$ cat src/sm83_alu_unit_assert.svh
// Assertion macros used by the ALU unit.
// Both expect a clock named clk and a synchronous reset named rst in scope.
`ifndef SM83_ALU_UNIT_ASSERT_SVH
`define SM83_ALU_UNIT_ASSERT_SVH

// The consequent must hold in the same cycle as the antecedent.
`define SM83_ASSERT_SAME(label, ante, cons, msg) \
  label: assert property (@(posedge clk) disable iff (rst) (ante) |-> (cons)) \
    else $error(msg);

// The consequent must hold in the cycle after the antecedent.
`define SM83_ASSERT_NEXT(label, ante, cons, msg) \
  label: assert property (@(posedge clk) disable iff (rst) (ante) |=> (cons)) \
    else $error(msg);

`endif

$ cat src/sm83_alu_pkg.sv
`timescale 1ns / 1ps

package sm83_alu_pkg;

  typedef enum logic [4:0] {
    CMD_ADD       = 5'd0,
    CMD_ADC       = 5'd1,
    CMD_SUB       = 5'd2,
    CMD_SBC       = 5'd3,
    CMD_AND       = 5'd4,
    CMD_XOR       = 5'd5,
    CMD_OR        = 5'd6,
    CMD_CP        = 5'd7,
    CMD_INC8      = 5'd8,
    CMD_DEC8      = 5'd9,
    CMD_INC16     = 5'd10,
    CMD_DEC16     = 5'd11,
    CMD_ADD16     = 5'd12,
    CMD_ADD_SP_E8 = 5'd13,
    CMD_DAA       = 5'd14,
    CMD_CPL       = 5'd15,
    CMD_SCF       = 5'd16,
    CMD_CCF       = 5'd17,
    CMD_RLCA      = 5'd18,
    CMD_RRCA      = 5'd19,
    CMD_RLA       = 5'd20,
    CMD_RRA       = 5'd21,
    CMD_CB        = 5'd22
  } cmd_t;

  // Upper two bits of a CB opcode byte.
  typedef enum logic [1:0] {
    CB_SHIFT = 2'd0,
    CB_BIT   = 2'd1,
    CB_RES   = 2'd2,
    CB_SET   = 2'd3
  } cb_group_t;

  // Bits 5:3 of a CB opcode byte within the shift group.
  typedef enum logic [2:0] {
    CB_RLC  = 3'd0,
    CB_RRC  = 3'd1,
    CB_RL   = 3'd2,
    CB_RR   = 3'd3,
    CB_SLA  = 3'd4,
    CB_SRA  = 3'd5,
    CB_SWAP = 3'd6,
    CB_SRL  = 3'd7
  } cb_shift_t;

  localparam int FLAG_Z = 3;
  localparam int FLAG_N = 2;
  localparam int FLAG_H = 1;
  localparam int FLAG_C = 0;

  localparam logic [3:0] DAA_LO_LIMIT = 4'h9;
  localparam logic [7:0] DAA_HI_LIMIT = 8'h99;
  localparam logic [7:0] DAA_LO_ADJ   = 8'h06;
  localparam logic [7:0] DAA_HI_ADJ   = 8'h60;

  typedef struct packed {
    logic [4:0]  command;
    logic [15:0] operand_a;
    logic [15:0] operand_b;
    logic [3:0]  flags_in;
  } alu_req_t;

  typedef struct packed {
    logic [15:0] result;
    logic [3:0]  flags_out;
    logic        write_back;
  } alu_rsp_t;

  function automatic logic [3:0] mk_flags(input logic z, input logic n,
                                          input logic h, input logic c);
    return {z, n, h, c};
  endfunction

endpackage

$ cat src/sm83_alu_core.sv
`timescale 1ns / 1ps

module sm83_alu_core
  import sm83_alu_pkg::*;
(
  input  alu_req_t req,
  output alu_rsp_t rsp
);

  logic [15:0] a16;
  logic [15:0] b16;
  logic [7:0]  a;
  logic [7:0]  b;
  logic        cin;
  logic        zin;
  logic        nin;
  logic        hin;
  logic        t_add;
  logic        t_sub;
  logic [8:0]  sum8;
  logic [4:0]  half_add;
  logic [8:0]  diff8;
  logic [4:0]  half_sub;
  logic [16:0] sum16;
  logic [12:0] half16;
  logic [15:0] sp_sum;
  logic [4:0]  sp_half;
  logic [8:0]  sp_carry;
  logic        daa_lo;
  logic        daa_hi;
  logic [7:0]  daa_adj;
  logic [7:0]  daa_res;
  logic [2:0]  cb_sel;
  logic [1:0]  cb_grp;
  logic [7:0]  cb_mask;
  logic [7:0]  cb_rot;
  logic        cb_c;
  logic [7:0]  r8;
  logic [15:0] r;
  logic [3:0]  f;
  logic        wb;

  assign a16 = req.operand_a;
  assign b16 = req.operand_b;
  assign a   = a16[7:0];
  assign b   = b16[7:0];
  assign cin = req.flags_in[FLAG_C];
  assign zin = req.flags_in[FLAG_Z];
  assign nin = req.flags_in[FLAG_N];
  assign hin = req.flags_in[FLAG_H];

  assign t_add = (req.command == CMD_ADC) & cin;
  assign t_sub = (req.command == CMD_SBC) & cin;

  assign sum8     = {1'b0, a} + {1'b0, b} + {8'd0, t_add};
  assign half_add = {1'b0, a[3:0]} + {1'b0, b[3:0]} + {4'd0, t_add};
  // Bit 8 of the nine-bit difference is the borrow out of the byte.
  assign diff8    = {1'b0, a} - {1'b0, b} - {8'd0, t_sub};
  assign half_sub = {1'b0, a[3:0]} - {1'b0, b[3:0]} - {4'd0, t_sub};

  assign sum16  = {1'b0, a16} + {1'b0, b16};
  assign half16 = {1'b0, a16[11:0]} + {1'b0, b16[11:0]};

  // SP plus a signed byte: the flags come from the unsigned low-byte add.
  assign sp_sum   = a16 + {{8{b[7]}}, b};
  assign sp_half  = {1'b0, a16[3:0]} + {1'b0, b[3:0]};
  assign sp_carry = {1'b0, a16[7:0]} + {1'b0, b};

  assign daa_lo  = hin | (~nin & (a[3:0] > DAA_LO_LIMIT));
  assign daa_hi  = cin | (~nin & (a > DAA_HI_LIMIT));
  assign daa_adj = (daa_lo ? DAA_LO_ADJ : 8'h00) | (daa_hi ? DAA_HI_ADJ : 8'h00);
  assign daa_res = nin ? (a - daa_adj) : (a + daa_adj);

  assign cb_sel  = b[5:3];
  assign cb_grp  = b[7:6];
  assign cb_mask = 8'd1 << cb_sel;

  always_comb begin
    unique case (cb_sel)
      CB_RLC: begin
        cb_rot = {a[6:0], a[7]};
        cb_c   = a[7];
      end
      CB_RRC: begin
        cb_rot = {a[0], a[7:1]};
        cb_c   = a[0];
      end
      CB_RL: begin
        cb_rot = {a[6:0], cin};
        cb_c   = a[7];
      end
      CB_RR: begin
        cb_rot = {cin, a[7:1]};
        cb_c   = a[0];
      end
      CB_SLA: begin
        cb_rot = {a[6:0], 1'b0};
        cb_c   = a[7];
      end
      CB_SRA: begin
        cb_rot = {a[7], a[7:1]};
        cb_c   = a[0];
      end
      CB_SWAP: begin
        cb_rot = {a[3:0], a[7:4]};
        cb_c   = 1'b0;
      end
      CB_SRL: begin
        cb_rot = {1'b0, a[7:1]};
        cb_c   = a[0];
      end
    endcase
  end

  always_comb begin
    r8 = 8'h00;
    r  = 16'h0000;
    f  = req.flags_in;
    wb = 1'b1;
    unique case (req.command)
      CMD_ADD, CMD_ADC: begin
        r8 = sum8[7:0];
        f  = mk_flags(r8 == 8'h00, 1'b0, half_add[4], sum8[8]);
      end
      CMD_SUB, CMD_SBC, CMD_CP: begin
        r8 = diff8[7:0];
        f  = mk_flags(r8 == 8'h00, 1'b1, half_sub[4], diff8[8]);
        wb = (req.command != CMD_CP);
      end
      CMD_AND: begin
        r8 = a & b;
        f  = mk_flags(r8 == 8'h00, 1'b0, 1'b1, 1'b0);
      end
      CMD_XOR: begin
        r8 = a ^ b;
        f  = mk_flags(r8 == 8'h00, 1'b0, 1'b0, 1'b0);
      end
      CMD_OR: begin
        r8 = a | b;
        f  = mk_flags(r8 == 8'h00, 1'b0, 1'b0, 1'b0);
      end
      CMD_INC8: begin
        r8 = a + 8'd1;
        f  = mk_flags(r8 == 8'h00, 1'b0, a[3:0] == 4'hF, cin);
      end
      CMD_DEC8: begin
        r8 = a - 8'd1;
        f  = mk_flags(r8 == 8'h00, 1'b1, a[3:0] == 4'h0, cin);
      end
      CMD_INC16: begin
        r = a16 + 16'd1;
      end
      CMD_DEC16: begin
        r = a16 - 16'd1;
      end
      CMD_ADD16: begin
        r = sum16[15:0];
        f = mk_flags(zin, 1'b0, half16[12], sum16[16]);
      end
      CMD_ADD_SP_E8: begin
        r = sp_sum;
        f = mk_flags(1'b0, 1'b0, sp_half[4], sp_carry[8]);
      end
      CMD_DAA: begin
        r8 = daa_res;
        f  = mk_flags(r8 == 8'h00, nin, 1'b0, daa_hi);
      end
      CMD_CPL: begin
        r8 = ~a;
        f  = mk_flags(zin, 1'b1, 1'b1, cin);
      end
      CMD_SCF: begin
        r8 = a;
        f  = mk_flags(zin, 1'b0, 1'b0, 1'b1);
      end
      CMD_CCF: begin
        r8 = a;
        f  = mk_flags(zin, 1'b0, 1'b0, ~cin);
      end
      CMD_RLCA: begin
        r8 = {a[6:0], a[7]};
        f  = mk_flags(1'b0, 1'b0, 1'b0, a[7]);
      end
      CMD_RRCA: begin
        r8 = {a[0], a[7:1]};
        f  = mk_flags(1'b0, 1'b0, 1'b0, a[0]);
      end
      CMD_RLA: begin
        r8 = {a[6:0], cin};
        f  = mk_flags(1'b0, 1'b0, 1'b0, a[7]);
      end
      CMD_RRA: begin
        r8 = {cin, a[7:1]};
        f  = mk_flags(1'b0, 1'b0, 1'b0, a[0]);
      end
      CMD_CB: begin
        unique case (cb_grp)
          CB_SHIFT: begin
            r8 = cb_rot;
            f  = mk_flags(r8 == 8'h00, 1'b0, 1'b0, cb_c);
          end
          CB_BIT: begin
            r8 = a;
            f  = mk_flags(~|(a & cb_mask), 1'b0, 1'b1, cin);
            wb = 1'b0;
          end
          CB_RES: begin
            r8 = a & ~cb_mask;
          end
          CB_SET: begin
            r8 = a | cb_mask;
          end
        endcase
      end
      default: begin
        // Codes with no operation give a zero result and are not stored.
        wb = 1'b0;
      end
    endcase
    if (req.command != CMD_INC16 && req.command != CMD_DEC16 &&
        req.command != CMD_ADD16 && req.command != CMD_ADD_SP_E8) begin
      r = {8'h00, r8};
    end
  end

  assign rsp.result     = r;
  assign rsp.flags_out  = f;
  assign rsp.write_back = wb;

endmodule

$ cat src/sm83_alu_unit.sv
`timescale 1ns / 1ps
// Channel   Handshake              Payload
// input     in_valid / in_ready    command, operand_a, operand_b, flags_in
// output    out_valid / out_ready  result, flags_out, write_back
//
// One request is taken per cycle while in_ready is high; after acceptance its
// result register captures the ALU logic fed by the input register unless stalled.
// Reset empties both register stages; payload registers are left as they are.
// A stalled output holds its result, and the input register keeps accepting
// while it is empty or the result register is empty or being drained.
module sm83_alu_unit
  import sm83_alu_pkg::*;
(
  input  logic        clk,
  input  logic        rst,
  input  logic        in_valid,
  output logic        in_ready,
  input  logic [4:0]  command,
  input  logic [15:0] operand_a,
  input  logic [15:0] operand_b,
  input  logic [3:0]  flags_in,
  output logic        out_valid,
  input  logic        out_ready,
  output logic [15:0] result,
  output logic [3:0]  flags_out,
  output logic        write_back
);

`include "sm83_alu_unit_assert.svh"

  logic     s1_valid;
  alu_req_t s1_req;
  alu_rsp_t rsp;
  alu_rsp_t rsp_q;
  logic     s2_ready;

  assign s2_ready = ~out_valid | out_ready;
  assign in_ready = ~s1_valid | s2_ready;

  always_ff @(posedge clk) begin
    if (rst) begin
      s1_valid  <= 1'b0;
      out_valid <= 1'b0;
    end else begin
      if (in_ready) begin
        s1_valid <= in_valid;
      end
      if (s2_ready) begin
        out_valid <= s1_valid;
      end
    end
  end

  always_ff @(posedge clk) begin
    if (in_valid && in_ready) begin
      s1_req <= '{command: command, operand_a: operand_a,
                  operand_b: operand_b, flags_in: flags_in};
    end
    if (s1_valid && s2_ready) begin
      rsp_q <= rsp;
    end
  end

  sm83_alu_core u_core (
    .req (s1_req),
    .rsp (rsp)
  );

  assign result     = rsp_q.result;
  assign flags_out  = rsp_q.flags_out;
  assign write_back = rsp_q.write_back;

  `SM83_ASSERT_NEXT(a_capture, in_valid && in_ready, s1_valid,
                    "accepted request did not reach the input register")
  `SM83_ASSERT_NEXT(a_hold, s1_valid && !s2_ready, s1_valid && $stable(s1_req),
                    "stalled request in the input register was lost or changed")
  `SM83_ASSERT_NEXT(a_result, s1_valid && s2_ready, out_valid && rsp_q == $past(rsp),
                    "result register does not hold the computed result")
  `SM83_ASSERT_SAME(a_ready, !in_ready, s1_valid && out_valid && !out_ready,
                    "input stalled while the pipeline could advance")

endmodule
$ cat config.mk
export PLATFORM = sky130hd
export DESIGN_NAME = sm83_alu_unit
export DESIGN_NICKNAME = d
export VERILOG_FILES = /design/src/sm83_alu_pkg.sv /design/src/sm83_alu_core.sv /design/src/sm83_alu_unit.sv
export VERILOG_INCLUDE_DIRS = /design/src /design/src/src
export SDC_FILE = /design/constraint.sdc
export NUM_CORES = 1
export LEC_CHECK = 0
export BUFFER_PORTS_ARGS = -buffer_cell sky130_fd_sc_hd__buf_2
export CORE_UTILIZATION = 55
export DETAILED_ROUTE_END_ITERATION = 10
export PLACE_DENSITY = 0.75
export SLEW_MARGIN = 20
export SYNTH_ARGS = -nofsm -noshare
export SYNTH_HDL_FRONTEND = slang
export SYNTH_SLANG_ARGS = --single-unit
$ cat constraint.sdc
create_clock -name clk -period 4.3 [get_ports clk]
set_clock_uncertainty 0.2 [all_clocks]
set_input_delay 0.86 -clock clk [delete_from_list [all_inputs] [get_ports clk]]
set_output_delay 0.86 -clock clk [all_outputs]
set_load 0.1 [all_outputs]
==> results of run 1 <==
-- stage by stage --
| stage | std cells | util (%) |
|---|---|---|
| after floorplan | 814 | - |
| after detailed placement | 1038 | 61.8 |
| after CTS | 1054 | 64.1 |
| after global routing | 1054 | 64.1 |
| final | 1054 | 64.1 |
| after global placement | 1038 | 61.8 |
-- critical path: stages (launching register included) --
cell	delay, ns
edfxtp_1	0.58
nand2b_1	0.29
nor3_1	0.08
buf_4	0.16
a21o_1	0.19
fa_1	0.45
a21oi_2	0.19
o211ai_2	0.13
or4_4	0.44
a311o_1	0.29
a21o_1	0.21
a21oi_2	0.18
mux2_1	0.33
o211ai_1	0.15
-- final cells by class --
cell class | instances | area [sq um]
Multi-Input combinational cell | 666 | 4610
Fill cell | 1013 | 4340
Sequential cell | 64 | 1900
Timing Repair Buffer | 101 | 591
Clock buffer | 9 | 225
Tap cell | 168 | 210
Inverter | 39 | 146
Clock inverter | 7 | 46.3
-- sequential cells by signal (all words and copies together) (netlist names) --
| signal | count |
|---|---|
| s1_req | 41 |
| flags_out | 4 |
| write_back | 1 |
| s1_valid | 1 |
| result | 16 |
| out_valid | 1 |
-- synth_stat cells, drive strengths merged, types with 10 or more instances --
| cell type | number |
|---|---|
| nor3 | 26 |
| a211oi | 10 |
| ha | 69 |
| nand2 | 70 |
| a21o | 16 |
| buf | 16 |
| a21oi | 57 |
| a31oi | 12 |
| edfxtp | 62 |
| nand2b | 14 |
| xor2 | 22 |
| nor4 | 15 |
| clkbuf | 29 |
| inv | 37 |
| a221oi | 13 |
| xnor2 | 29 |
| o21ai | 65 |
| and3 | 12 |
| nand4 | 10 |
| nor2 | 59 |
| o211ai | 16 |
| nand3 | 32 |
| mux2i | 12 |
| o22ai | 10 |
-- worst max path at each step --
stage                                     endpoint                  from  cells after the start  slack (ns)
after CTS                 result[14]$_SDFFCE_PP0P_  s1_req[40]$_DFFE_PP_                     13        0.29
final                     result[14]$_SDFFCE_PP0P_  s1_req[40]$_DFFE_PP_                     13        0.26
after detailed placement  result[14]$_SDFFCE_PP0P_  s1_req[40]$_DFFE_PP_                     13        0.30
after global routing        flags_out[3]$_DFFE_PP_  s1_req[40]$_DFFE_PP_                     12        0.06
after floorplan                result[7]$_DFFE_PP_  s1_req[20]$_DFFE_PP_                     16        0.42
after global placement    result[14]$_SDFFCE_PP0P_  s1_req[40]$_DFFE_PP_                     13        0.39
-- power by group through the flow --
stage | registers [mW] | clock network [mW] | logic [mW]
after global routing | 0.775 | 0.727 | 0.854
after detailed placement | 0.783 | 0 | 0.771
after floorplan | 0.864 | 0 | 0.473
after CTS | 0.770 | 0.708 | 0.774
after global placement | 0.782 | 0 | 0.757
final | 0.772 | 0.707 | 0.801
-- metal layers --
metal	wire length, microns	GRT usage [%]
met5	0	0
met4	1240	18.5
met3	3480	11.9
met2	10100	57.4
met1	9780	51.8
-- cells by family after synthesis --
logic type / after synthesis
buffers and inverters: 84
DFF: 64
muxes: 16
adders and majority gates: 73
AOI/OAI and AO/OA: 262
and+or+nand+nor: 264
xor gates and xnor gates: 51
==> flow_metrics.env, run 1 <==
export IMPL_tns_ns=0
export IMPL_pwr_share_clk_pct=31.0
export IMPL_power_density_nw_per_um2=295
export IMPL_synthXorXnorAreaFrac_pct=6.53
export IMPL_portBuffers=67
export IMPL_vias=7252
export IMPL_whs_path_depth=2
export IMPL_switching_power_mw=0.892
export IMPL_netSwitchingFraction_pct=39.1
export IMPL_drcViolationCount=0
export IMPL_ys_ff_latch=64
export IMPL_grt_max_degree=42
export IMPL_setup_viol=0
export IMPL_area_delta_synth_final_pct=13.0
export IMPL_synth_edff_count=62
export IMPL_fmax_mhz=248
export IMPL_status="finished clean"
export IMPL_synth_top_family_by_area="compound AO/OA/AOI/OAI gates"
export IMPL_min_period_ns=4.04
export IMPL_die_area_sq_um=12900
export IMPL_drt_iter0_drc=1207
export IMPL_synth_warning_count=0
export IMPL_p_int_mw=1.39
export IMPL_gr_total_overflow=0
export IMPL_postRouteWirelength_mm=24.6
export IMPL_synth_distinct_cells=76
export IMPL_min_from="s1_valid$_SDFFE_PP0N_"
export IMPL_yosysSeqAreaShare_pct=27.8
export IMPL_dr_pass1_iters=9
export IMPL_track_usage_pct=38.9
export IMPL_synth_area_sq_um=6840
export IMPL_p_leak_nw=3.19
export IMPL_antenna_found_initial=0
export IMPL_synthArstFlopShare_pct=0
export IMPL_ff2ff_setup_slack_ns=0.26
export IMPL_hold_end="out_valid$_SDFFE_PP0P_"
export IMPL_antenna_left=0
export IMPL_worstPathRequired_ns=4.29
export IMPL_mostFrequentLayoutCells="69 x nand2_1, 69 x ha_1, 67 x buf_2"
export IMPL_nNetsFinal=999
export IMPL_synth_top_area_cell="edfxtp_1"
export IMPL_synth_simple_area_share_pct=19.0
export IMPL_preCtsSetupSlack_ns=0.305
export IMPL_start_kind="register"
export IMPL_maxCapViolations=0
export IMPL_syn_num_nets=932
export IMPL_tightestPinTransition_ns=1.04
export IMPL_synth_compound_area_share_pct=25.6
export IMPL_root_buffer="clkbuf_16"
export IMPL_r2r_start="s1_req[40]$_DFFE_PP_"
export IMPL_final_area_sq_um=7730
export IMPL_hold_ws_ns=0.313
export IMPL_worstSetupPathType="reg -> reg"
export IMPL_layout_drive_gt1_share_pct=15.2
export IMPL_synth_area_leaders="edfxtp_1 27%, ha_1 13%, a21oi_1 3.9%, nand2_1 3.8%, o21ai_0 3.7%"
export IMPL_syn_inst=814
export IMPL_final_setup_worst_slack_ns=0.261
export IMPL_cts_made_buffers=9
export IMPL_cts_max_path_buffers=2
export IMPL_post_route_period_util_pct=93.9
export IMPL_p_total_mw=2.28
export IMPL_combPwrFrac_pct=35.1
export IMPL_slew_violations=0
export IMPL_rows=40
export IMPL_holdBufCountCts=0
export IMPL_wl_per_cell_microns=23.3
export IMPL_vias_per_cell=6.88
export IMPL_cts_resized=0
export IMPL_crit_fanout=12
export IMPL_synthAdderAreaFrac_pct=13.8
export IMPL_reg2regPathDepth=13
export IMPL_clk_pin_slew_worst_paths_ns=0.06
export IMPL_cp_end_kind="register"
export IMPL_insertion_delay_ns=0.36
export IMPL_coreArea_sq_um=12100
export IMPL_hpwl_mm=19.0
export IMPL_avgSynthCellArea_sq_um=8.40
export IMPL_antennaDiodeCount=0
export IMPL_maxSlewHeadroom_pct=29.0
export IMPL_worstPathArrival_ns=4.03
export IMPL_hold_class="reg -> reg"
export IMPL_r2r_end="result[14]$_SDFFCE_PP0P_"
export IMPL_seqPwrFrac_pct=33.9
export IMPL_rsz0062_at_grt="no"
export IMPL_gp_congestion=1.04
export IMPL_start_util_pct=56.7
export IMPL_post_cts_setup_buffers=0
export IMPL_synth_top_cell_area_share_pct=27.2
export IMPL_chipHeight_microns=114
export IMPL_grt_pass1_wl_mm=37.6
export IMPL_design_portCount=68
export IMPL_cts_num_sinks=64
export IMPL_muxShareOfSynthArea_pct=2.42
export IMPL_cts_tree="built"
export IMPL_ir_drop_mv=0.236
export IMPL_htree_levels=3
export IMPL_synth_main_ff_cell="edfxtp_1"
export IMPL_die_w_microns=114
export IMPL_dpl_instance_area_sq_um=7450
export IMPL_first_global_vias=6678
export IMPL_finalHoldViolCount=0
Note: power is estimated with default switching activity, not from simulation.
==> inputs of run 2 (changes only) <==
==> constraint.sdc (replaced) <==
create_clock -name clk -period 4.9 [get_ports clk]
set_clock_uncertainty 0.2 [all_clocks]
set_input_delay 0.98 -clock clk [delete_from_list [all_inputs] [get_ports clk]]
set_output_delay 0.98 -clock clk [all_outputs]
set_load 0.1 [all_outputs]
==> run 2 against run 1 <==
  * Combinational power decreased by 12%
  * Sequential share of layout area grew 0.40 points
  * First-iteration DRC count decreased by 23%
  * Critical path depth up 1
  * Register-to-register slack better by 0.16 ns
  * Global-route usage barely moved
  * Core utilization down 1.0 points
  * Setup slack improved by 0.16 ns
  * Largest power group unchanged
==> flow_metrics.env, run 2 (synthesis results as in run 1) <==
export IMPL_start_util_pct=56.7
export IMPL_root_buffer="clkbuf_16"
export IMPL_cp_end_kind="register"
export IMPL_die_w_microns=114
export IMPL_antenna_found_initial=0
export IMPL_postRouteWirelength_mm=24.7
export IMPL_track_usage_pct=39.0
export IMPL_insertion_delay_ns=0.36
export IMPL_status="finished clean"
export IMPL_final_area_sq_um=7600
export IMPL_grt_max_degree=42
export IMPL_dpl_instance_area_sq_um=7330
export IMPL_worstSetupPathType="reg -> reg"
export IMPL_power_density_nw_per_um2=263
export IMPL_stdcell_count=1037
export IMPL_first_global_vias=6568
export IMPL_layout_drive_gt1_share_pct=13.6
export IMPL_design_portCount=68
export IMPL_clk_pin_slew_worst_paths_ns=0.06
export IMPL_preCtsSetupSlack_ns=0.555
export IMPL_p_total_mw=2.00
export IMPL_gr_total_overflow=0
export IMPL_largest_register_ffs=41
export IMPL_worstPathArrival_ns=4.47
export IMPL_hold_class="reg -> reg"
export IMPL_cts_max_path_buffers=2
export IMPL_mostFrequentLayoutCells="69 x nand2_1, 69 x ha_1, 67 x buf_2"
export IMPL_dp_cells=1021
export IMPL_fmax_mhz=223
export IMPL_vias=7032
export IMPL_cts_made_buffers=9
export IMPL_cts_tree="built"
export IMPL_final_setup_worst_slack_ns=0.423
export IMPL_finalHoldViolCount=0
export IMPL_chipHeight_microns=114
export IMPL_grt_pass1_wl_mm=37.2
export IMPL_cts_num_sinks=64
export IMPL_post_cts_setup_buffers=0
export IMPL_maxCapViolations=0
export IMPL_dr_pass1_iters=7
export IMPL_holdBufCountCts=0
export IMPL_die_area_sq_um=12900
export IMPL_crit_fanout=17
export IMPL_drcViolationCount=0
export IMPL_tns_ns=0
export IMPL_portBuffers=67
export IMPL_min_period_ns=4.48
export IMPL_worstPathRequired_ns=4.89
export IMPL_gp_congestion=1.02
export IMPL_start_kind="register"
export IMPL_rows=40
export IMPL_antenna_left=0
export IMPL_vias_per_cell=6.78
export IMPL_post_route_period_util_pct=91.4
export IMPL_largest_register="s1_req"
export IMPL_p_leak_nw=3.11
export IMPL_hpwl_mm=18.6
export IMPL_slew_violations=0
export IMPL_area_delta_synth_final_pct=11.2
export IMPL_setup_viol=0
export IMPL_tightestPinTransition_ns=1.15
export IMPL_wl_per_cell_microns=23.8
export IMPL_cts_resized=0
export IMPL_rsz0062_at_grt="no"
export IMPL_maxSlewHeadroom_pct=22.7
export IMPL_nNetsFinal=982
export IMPL_htree_levels=3
export IMPL_ir_drop_mv=0.246
export IMPL_coreArea_sq_um=12100
export IMPL_drt_iter0_drc=934
export IMPL_antennaDiodeCount=0
==> run 2: changes by cell type in the layout (fill, tap and decap cells not counted), sizes merged <==
cell | previous run | this run
buf | 101 | 84
==> run 2: routing by layer <==
layer | share of wire, % | wire (microns) | vias up | GRT usage (%)
met1 | 42 | 10300 | 3252 | 52.7
met3 | 13 | 3170 | 89 | 12.9
met4 | 4.3 | 1060 | 0 | 17.0
met5 | 0 | 0 | - | 0
met2 | 41 | 10100 | 515 | 56.5
li1 | - | - | 3176 | -
==> run 2: worst max-delay path: stages, from the launching register on <==
cell,delay (ns)
edfxtp_1,0.61
inv_2,0.17
nand3_1,0.13
nor2_1,0.44
nand2_1,0.15
ha_1,0.26
fa_1,0.43
a21oi_2,0.22
o211ai_2,0.12
or4_4,0.44
a311o_1,0.29
a21o_1,0.22
a21oi_2,0.15
mux2_1,0.33
o211ai_1,0.16
==> run 2: final cells by class <==
cell class	instances	area [sq um]
Clock buffer	9	225
Inverter	39	146
Multi-Input combinational cell	666	4610
Timing Repair Buffer	84	463
Fill cell	1012	4460
Tap cell	168	210
Clock inverter	7	46.3
Sequential cell	64	1900
==> run 2: final timing paths <==
| check | cells after the start | slack, ns | startpoint | endpoint |
|---|---|---|---|---|
| hold / removal | 2 | 0.33 | s1_valid$_SDFFE_PP0N_ | out_valid$_SDFFE_PP0P_ |
| setup reg to reg | 14 | 0.42 | s1_req[40]$_DFFE_PP_ | result[14]$_SDFFCE_PP0P_ |
| hold reg to reg | 2 | 0.33 | s1_valid$_SDFFE_PP0N_ | out_valid$_SDFFE_PP0P_ |
| setup / recovery | 14 | 0.42 | s1_req[40]$_DFFE_PP_ | result[14]$_SDFFCE_PP0P_ |
==> run 2: stage by stage <==
stage,utilization (%),hold WS [ns]
finish,63.0,0.335
detailed placement,60.7,0.316
global route,63.0,0.352
global placement,60.7,0.294
floorplan,-,0.278
CTS,63.0,0.333
==> run 2: where the power goes <==
part / switching, mW / internal, mW / leakage [nW]
sequential: 0.0331 / 0.643 / 0.613
combinational: 0.478 / 0.224 / 2.37
clock: 0.278 / 0.343 / 0.131
==> inputs of run 3 (changes only) <==
--- a/config.mk
+++ b/config.mk
@@ -7,9 +7,9 @@
 export NUM_CORES = 1
 export LEC_CHECK = 0
 export BUFFER_PORTS_ARGS = -buffer_cell sky130_fd_sc_hd__buf_2
-export CORE_UTILIZATION = 55
+export CORE_UTILIZATION = 47
 export DETAILED_ROUTE_END_ITERATION = 10
-export PLACE_DENSITY = 0.75
+export PLACE_DENSITY = 0.66
 export SLEW_MARGIN = 20
 export SYNTH_ARGS = -nofsm -noshare
 export SYNTH_HDL_FRONTEND = slang
==> run 3 against run 2 <==
  * Setup slack improved by 0.31 ns
  * Sequential share of layout area fell by 0.35 points
  * Die area rose by 17%
  * Register-to-register slack improved by 0.31 ns
  * First-iteration DRC count rose by 1.9%
  * Worst hold slack got worse by 0.018 ns
  * Clock-buffer cell count rose by 1
  * Non-clock buffer count rose by 6
  * Final cell count rose by 1.8%
  * Clock power rose by 8.2%
  * Core utilization fell by 8.1 points
  * Total power rose by 2.8%
==> flow_metrics.env, run 3 (synthesis results as in run 1) <==
export IMPL_area_delta_synth_final_pct=12.8
export IMPL_drcViolationCount=0
export IMPL_cts_max_path_buffers=2
export IMPL_root_buffer="clkbuf_16"
export IMPL_final_setup_worst_slack_ns=0.733
export IMPL_die_w_microns=123
export IMPL_drt_iter0_drc=952
export IMPL_fmax_mhz=240
export IMPL_grt_pass1_wl_mm=38.1
export IMPL_hpwl_mm=19.7
export IMPL_slowest_delay_ns=0.47
export IMPL_chipHeight_microns=123
export IMPL_vias=7097
export IMPL_final_area_sq_um=7710
export IMPL_start_kind="register"
export IMPL_vias_per_cell=6.72
export IMPL_coreArea_sq_um=14000
export IMPL_crit_fanout=9
export IMPL_min_period_ns=4.17
export IMPL_tightestPinTransition_ns=1.11
export IMPL_hold_class="reg -> reg"
export IMPL_mostFrequentLayoutCells="69 x nand2_1, 69 x ha_1, 67 x buf_2"
export IMPL_critPathSlowestCell="nor2_1"
export IMPL_post_cts_setup_buffers=0
export IMPL_p_leak_nw=3.15
export IMPL_cts_resized=0
export IMPL_cts_tree="built"
export IMPL_insertion_delay_ns=0.35
export IMPL_layout_drive_gt1_share_pct=14.6
export IMPL_finalHoldViolCount=0
export IMPL_rsz0062_at_grt="no"
export IMPL_preCtsSetupSlack_ns=0.793
export IMPL_cp_end_kind="register"
export IMPL_design_portCount=68
export IMPL_first_global_vias=6451
export IMPL_setup_viol=0
export IMPL_power_density_nw_per_um2=267
export IMPL_worstPathArrival_ns=4.16
export IMPL_cts_made_buffers=9
export IMPL_p_total_mw=2.06
export IMPL_grt_max_degree=42
export IMPL_nNetsFinal=988
export IMPL_dpl_instance_area_sq_um=7390
export IMPL_gr_total_overflow=0
export IMPL_worst_path_buf_inv=1
export IMPL_post_route_period_util_pct=85.0
export IMPL_track_usage_pct=34.9
export IMPL_largest_register="s1_req"
export IMPL_wl_per_cell_microns=24.3
export IMPL_status="finished clean"
export IMPL_antenna_found_initial=0
export IMPL_maxSlewHeadroom_pct=25.3
export IMPL_fillers=1308
export IMPL_portBuffers=67
export IMPL_worstSetupPathType="reg -> reg"
export IMPL_gp_congestion=1.11
export IMPL_maxCapViolations=0
export IMPL_antenna_left=0
export IMPL_ir_drop_mv=0.205
export IMPL_start_util_pct=48.7
export IMPL_dr_pass1_iters=5
export IMPL_crit_family="simple AND/OR/NAND/NOR gates"
export IMPL_die_area_sq_um=15000
export IMPL_postRouteWirelength_mm=25.7
export IMPL_worstPathRequired_ns=4.89
export IMPL_slew_violations=0
export IMPL_crit_chain="inv_2 -> nand3_1 -> nor2_1 -> nand2_1 -> ha_1 -> fa_1 -> a21oi_2 -> o211ai_2 -> or4_4 -> a311o_1 -> a21o_1 -> a21oi_2 -> mux2_1 -> o211ai_1"
export IMPL_crit_top_cell="a21oi_2"
export IMPL_holdBufCountCts=0
export IMPL_htree_levels=3
export IMPL_rows=43
export IMPL_clk_pin_slew_worst_paths_ns=0.06
export IMPL_largest_register_ffs=41
export IMPL_tns_ns=0
export IMPL_cts_num_sinks=64
## run 3: cell types whose count changed in the layout (fill, tap and decap cells not counted), sizes merged
| cell | previous run | this run |
|---|---|---|
| inv | 39 | 38 |
| clkbuf | 9 | 10 |
| diode | 0 | 1 |
| clkinvlp | 1 | 3 |
| buf | 84 | 90 |
| bufinv | 0 | 1 |
| clkinv | 6 | 3 |
## run 3: metal layers
layer  vias up  GRT usage, %  wire, microns
met5         -             0              0
met4         0          14.2            903
met3        72          11.5           3040
met2       449          49.8          10800
met1      3381          48.0          11000
li1       3195             -              -
## run 3: power by group
group	internal [mW]	switching (mW)
clock network	0.408	0.264
logic	0.229	0.484
registers	0.643	0.0294
total	1.28	0.777
## run 3: path summary, 6_finish.rpt
kind | from | end | slack (ns) | cells past startpoint
setup / recovery | s1_req[40]$_DFFE_PP_ | result[14]$_SDFFCE_PP0P_ | 0.73 | 14
hold / removal | s1_valid$_SDFFE_PP0N_ | out_valid$_SDFFE_PP0P_ | 0.32 | 2
setup reg to reg | s1_req[40]$_DFFE_PP_ | result[14]$_SDFFCE_PP0P_ | 0.73 | 14
hold reg to reg | s1_valid$_SDFFE_PP0N_ | out_valid$_SDFFE_PP0P_ | 0.32 | 2
## run 3: cell type report
type	instances	area (sq um)	share of cell area, %
diodes	1	2.50	0.0325
clock buffers	10	239	3.10
clock inverters	6	66.3	0.860
inverters	39	146	1.90
multi-input cells	666	4620	59.9
flip-flops and latches	64	1900	24.7
well taps	180	225	2.92
repair buffers	90	508	6.59
## run 3: worst reg2reg max path, stage by stage, from the launching register on
cell      delay [ns]
edfxtp_1        0.43
inv_2           0.11
nand3_1         0.12
nor2_1          0.47
nand2_1         0.12
ha_1            0.24
fa_1            0.43
a21oi_2         0.19
o211ai_2        0.12
or4_4           0.44
a311o_1         0.30
a21o_1          0.22
a21oi_2         0.15
mux2_1          0.34
o211ai_1        0.15
## run 3: per-stage QoR
stage	cells	hold slack (ns)	util, %
global placement	1039	0.289	52.6
global route	1055	0.352	54.9
CTS	1055	0.314	54.8
finish	1056	0.317	54.9
detailed placement	1039	0.311	52.6
floorplan	814	0.278	-
